===== src/sv/radius_query_entity_scan_top_macros.svh =====
// Assertion macros shared by the RTL of the radius query entity scan block.
`ifndef RADIUS_QUERY_ENTITY_SCAN_TOP_MACROS_SVH
`define RADIUS_QUERY_ENTITY_SCAN_TOP_MACROS_SVH

// Checked at every clock edge outside of reset.
`define RQES_ASSERT(lbl, prop, msg) \
  lbl: assert property (@(posedge clk_i) disable iff (!rst_ni) prop) else $error(msg);

// Checked at every clock edge, reset included.
`define RQES_ASSERT_ALWAYS(lbl, prop, msg) \
  lbl: assert property (@(posedge clk_i) prop) else $error(msg);

`endif


===== src/sv/rqes_pkg.sv =====
// Package with the types, codes and constants of the radius query entity scan block.
`default_nettype none

package rqes_pkg;

  localparam int unsigned ENTITY_SLOTS_DEF = 1024;
  localparam int unsigned OUT_IDX_W        = 10;
  localparam int unsigned TEAM_W           = 8;
  localparam int unsigned COORD_W          = 32;
  localparam int unsigned RADIUS_W         = 31;
  localparam int unsigned DIFF_W           = 32;
  localparam int unsigned PROD_W           = 64;
  localparam int unsigned SUM_W            = 66;
  localparam int unsigned RSQ_W            = 62;

  typedef enum logic [1:0] {
    OP_WRITE = 2'd0,
    OP_FREE  = 2'd1,
    OP_QUERY = 2'd2,
    OP_NEXT  = 2'd3
  } op_e;

  typedef enum logic [2:0] {
    S_CLEAR,
    S_IDLE,
    S_CTR,
    S_RSQ,
    S_EVAL,
    S_SQ,
    S_CMP,
    S_EMIT
  } state_e;

  typedef enum logic [1:0] {
    MUL_RADIUS,
    MUL_DX,
    MUL_DY,
    MUL_DZ
  } mul_sel_e;

  typedef struct packed {
    logic [TEAM_W-1:0]         team;
    logic signed [COORD_W-1:0] x;
    logic signed [COORD_W-1:0] y;
    logic signed [COORD_W-1:0] z;
  } ent_t;

  typedef struct packed {
    logic     load_diff;
    logic     mul_en;
    mul_sel_e mul_sel;
    logic     acc_load;
    logic     acc_add;
    logic     rsq_load;
  } dist_ctrl_t;

endpackage

`default_nettype wire


===== src/sv/rqes_dist_unit.sv =====
// Shared squared-distance unit: one multiplier, an accumulator and the radius compare.
`default_nettype none

module rqes_dist_unit
  import rqes_pkg::*;
(
  input  logic                clk_i,
  input  dist_ctrl_t          ctrl_i,
  input  logic [RADIUS_W-1:0] radius_i,
  input  ent_t                entity_i,
  input  ent_t                center_i,
  output logic                within_o
);

  function automatic logic [DIFF_W-1:0] abs_diff(logic signed [COORD_W-1:0] a,
                                                 logic signed [COORD_W-1:0] b);
    logic signed [COORD_W:0] d;
    d = {a[COORD_W-1], a} - {b[COORD_W-1], b};
    return d[COORD_W] ? DIFF_W'(-d) : DIFF_W'(d);
  endfunction

  logic [DIFF_W-1:0] dx_q, dy_q, dz_q;
  logic [DIFF_W-1:0] mul_a;
  logic [PROD_W-1:0] prod_q;
  logic [SUM_W-1:0]  acc_q;
  logic [RSQ_W-1:0]  rsq_q;

  always_comb begin
    case (ctrl_i.mul_sel)
      MUL_RADIUS: mul_a = DIFF_W'(radius_i);
      MUL_DX:     mul_a = dx_q;
      MUL_DY:     mul_a = dy_q;
      MUL_DZ:     mul_a = dz_q;
      default:    mul_a = dx_q;
    endcase
  end

  always_ff @(posedge clk_i) begin
    if (ctrl_i.load_diff) begin
      dx_q <= abs_diff(entity_i.x, center_i.x);
      dy_q <= abs_diff(entity_i.y, center_i.y);
      dz_q <= abs_diff(entity_i.z, center_i.z);
    end
    if (ctrl_i.mul_en) begin
      prod_q <= PROD_W'(mul_a) * PROD_W'(mul_a);
    end
    if (ctrl_i.acc_load) begin
      acc_q <= SUM_W'(prod_q);
    end else if (ctrl_i.acc_add) begin
      acc_q <= acc_q + SUM_W'(prod_q);
    end
    if (ctrl_i.rsq_load) begin
      rsq_q <= prod_q[RSQ_W-1:0];
    end
  end

  assign within_o = (acc_q + SUM_W'(prod_q)) <= SUM_W'(rsq_q);

endmodule

`default_nettype wire


===== config.mk =====
export PLATFORM = sky130hd
export DESIGN_NAME = rqes_dist_unit
export DESIGN_NICKNAME = d
export VERILOG_FILES = /design/src/sv/radius_query_entity_scan_top_macros.svh /design/src/sv/rqes_pkg.sv /design/src/sv/rqes_dist_unit.sv
export SDC_FILE = /design/constraint.sdc
export NUM_CORES = 2
export LEC_CHECK = 0
export BUFFER_PORTS_ARGS = -buffer_cell sky130_fd_sc_hd__buf_2
export CORE_UTILIZATION = 65
export DETAILED_ROUTE_END_ITERATION = 12
export GPL_ROUTABILITY_DRIVEN = 0
export GPL_TIMING_DRIVEN = 1
export PLACE_DENSITY = 0.86
export SYNTH_ARGS = -nofsm -noshare
export SYNTH_HDL_FRONTEND = slang
export SYNTH_SLANG_ARGS = --single-unit

===== constraint.sdc =====
create_clock -name clk_i -period 16.56 [get_ports clk_i]
set_input_delay 1.656 -clock clk_i [delete_from_list [all_inputs] [get_ports clk_i]]
set_output_delay 1.656 -clock clk_i [all_outputs]
set_load 0.02 [all_outputs]

==> flow_summary.yaml <==
status:
  run_status: "finished, final reports clean"
die:
  core_um2: 79300
  core.rowCount: 103
  dieHeight_um: 286
  chip_width_um: 286
  initial_utilization_pct: 66.0
  die_area_um2: 81600
  io-pin-count: 248
setup_path:
  crit_top_cell: "fa_1"
  crit_path_max_fanout: 57
  cp_data_arrival_time_ns: 12.46
  crit_path_end_kind: "flop"
  path_class: "input port to flop"
  cp_top_family: "adder cells"
  timing.critical_path.from_type: "input port"
  timing.critical_path.required_ns: 16.84
  critPathMaxStageDelay_ns: 0.93
  critPathBufInv: 6
  cpMaxStageDelayCell: "inv_1"
clock_tree:
  clock-root-buffer: "clkbuf_16"
  clkLatencyLatePin_ns: 0.55
  tritoncts_clock_tree: "done"
  h-tree-depth: 2
  cts.repair_timing.setup_buffer_count: 0
  tritoncts_buffer_count: 34
  cts.clk_slew.worst_paths_ns: 0.07
  post_cts_resized: 0
  cts_sinks: 286
  post_cts_hold_buffer_count: 0
  clock_tree.buffer_depth: 3
sta:
  final_clock_period_utilization_by_the_worst_path_pct: 73.6
  finalClockSkew_ns: 0.0251
  finalHoldViolations: 0
  fin_ws_ns: 4.38
  total_negative_slack_ns: 0
  worst_slew_pin_slew_ns: 1.36
  relSlewSlack_pct: 8.15
  min_period_ns: 12.18
  max_freq_mhz: 82.1
  finalSetupViolations: 0
  finalMaxSlewViolations: 0
  setup_repair_after_global_routing_missed_its_margin: "false"
grt:
  grt_max_degree: 97
  vias_in_the_first_global_route: 43809
  track_usage_pct: 35.4
  global_route_wire_length_before_repair_um: 226000
  grt_overflow: 0
  number_of_antenna_violations_at_the_first_check_in_global_routing: 12
yosys:
  synth.top_cell.area_share_pct: 30.4
  netlist_top_cells_area: "fa_1, edfxtp_1, ha_1"
  synthesis.area_per_instance_um2: 9.26
  synthesis.instances: 5646
  synth_top_cell_by_area: "fa_1"
  asyncSetResetFlopFracSynth_pct: 0
  ys_seq_area_share_pct: 16.4
  ys.flop_type: "edfxtp_1"
  yosysWarningCount: 0
  most_instantiated_library_cell_after_synthesis: "inv_1"
  synth.cell_area_um2: 52300
  synth-edff-count: 284
  ys_ff_latch: 286
  yosys-top-cells-count: "inv_1, fa_1, ha_1"
  yosys.cell_types.count: 91
  postSynthNetCount: 7204
layout:
  nets: 7337
  syn_to_final_growth_pct: 6.32
  fillers: 5590
  drive_gt1_share_pct: 8.25
detailed_routing:
  final_antenna_net_count: 0
  detail_route.drc_violations: 0
  routedWlPerCell_um: 20.8
  num_vias: 41774
  drt_iter0_markers: 3603
  wire_length_after_detailed_routing_um: 143000
  detailed_routing_iterations_pass_1: 8
  viasPerCell: 6.09
placed_design:
  pre_cts_slack_ns: 4.20
  dpl.hpwl_um: 114000
  port_buffers: 231
worst_hold_path:
  worstHoldPathType: "flop to flop"
job:
  maxCapViolCount: 0
area by class of cell:
type                       instances  area, um2  area share (%)
tap                             1050       1310            2.36
antenna                            6       15.0          0.0270
inverter                        1208       4530            8.16
clock buffer                      37        883            1.59
clock inverter                    23        240           0.432
sequential                       286       8570            15.4
multi-input combinational       3966      38500            69.2
timing repair buffer             283       1550            2.79
path summary, 6_finish.rpt:
| kind | from | endpoint | slack, ns | depth (start not counted) |
|---|---|---|---|---|
| worst max-delay path | ctrl_i[4] | prod_q[59]$_DFFE_PP_ | 4.38 | 30 |
| worst max register to register | dy_q[6]$_DFFE_PP_ | prod_q[59]$_DFFE_PP_ | 5.97 | 28 |
| worst min-delay path | prod_q[42]$_DFFE_PP_ | rsq_q[42]$_DFFE_PP_ | 0.49 | 0 |
| worst min register to register | prod_q[42]$_DFFE_PP_ | rsq_q[42]$_DFFE_PP_ | 0.49 | 0 |
cell families (layout without fill, tap and decap cells):
family                     count (synthesis)  in the layout  share of synthesized area (%)
buffers and inverters                   1394           1551                           10.0
AOI/OAI and AO/OA                        966            966                           12.1
other                                      0              6                              0
and+or+nand+nor                         1246           1246                           10.7
DFF                                      286            286                           16.4
muxes                                    128            128                           2.66
adders and majority gates               1311           1311                           42.8
xor gates and xnor gates                 315            315                           5.28
metal layers:
| metal | routed length [um] | global-route usage [%] |
|---|---|---|
| met2 | 67400 | 59.0 |
| met1 | 49000 | 41.2 |
| met4 | 10600 | 21.7 |
| met3 | 15700 | 9.05 |
| met5 | 129 | 0 |
worst reg2reg max path, delay by kind of cell, from the launching register on:
family          cells  cell delay, ns
simple gates        6            1.36
buf+inv             4            1.16
fa+ha+maj           9            4.49
compound gates      8            2.83
xor+xnor            1            0.17
flops               1            0.35
cell usage in the layout (no fill, tap or decap), types with 89 or more instances in the layout:
| master | instances |
|---|---|
| a21o_1 | 159 |
| xnor2_1 | 199 |
| fa_1 | 795 |
| ha_1 | 516 |
| o21ai_0 | 145 |
| a21oi_1 | 278 |
| mux2_2 | 89 |
| inv_1 | 1198 |
| edfxtp_1 | 284 |
| nand2_1 | 457 |
| xor2_1 | 116 |
| nor2_1 | 406 |
| buf_2 | 229 |
metrics by stage:
stage	area (um2)	cells	utilization, %	hold WS [ns]
6_report	55600	6859	70.2	0.491
5_1_grt	55600	6854	70.1	0.504
4_1_cts	55600	6853	70.1	0.500
3_5_place_dp	54500	6793	68.7	0.484
3_3_place_gp	54500	6793	68.7	0.476
2_1_floorplan	52300	5646	-	0.451
sequential cells by signal, summed over array words and instances, names as in the netlist:
register,flops
acc_q,66
dx_q,32
dy_q,32
dz_q,32
prod_q,63
rsq_q,61
Power is left out: the tool's default activity adds up to more than one toggle a clock period on the data nets, which glitch-free logic cannot reach.
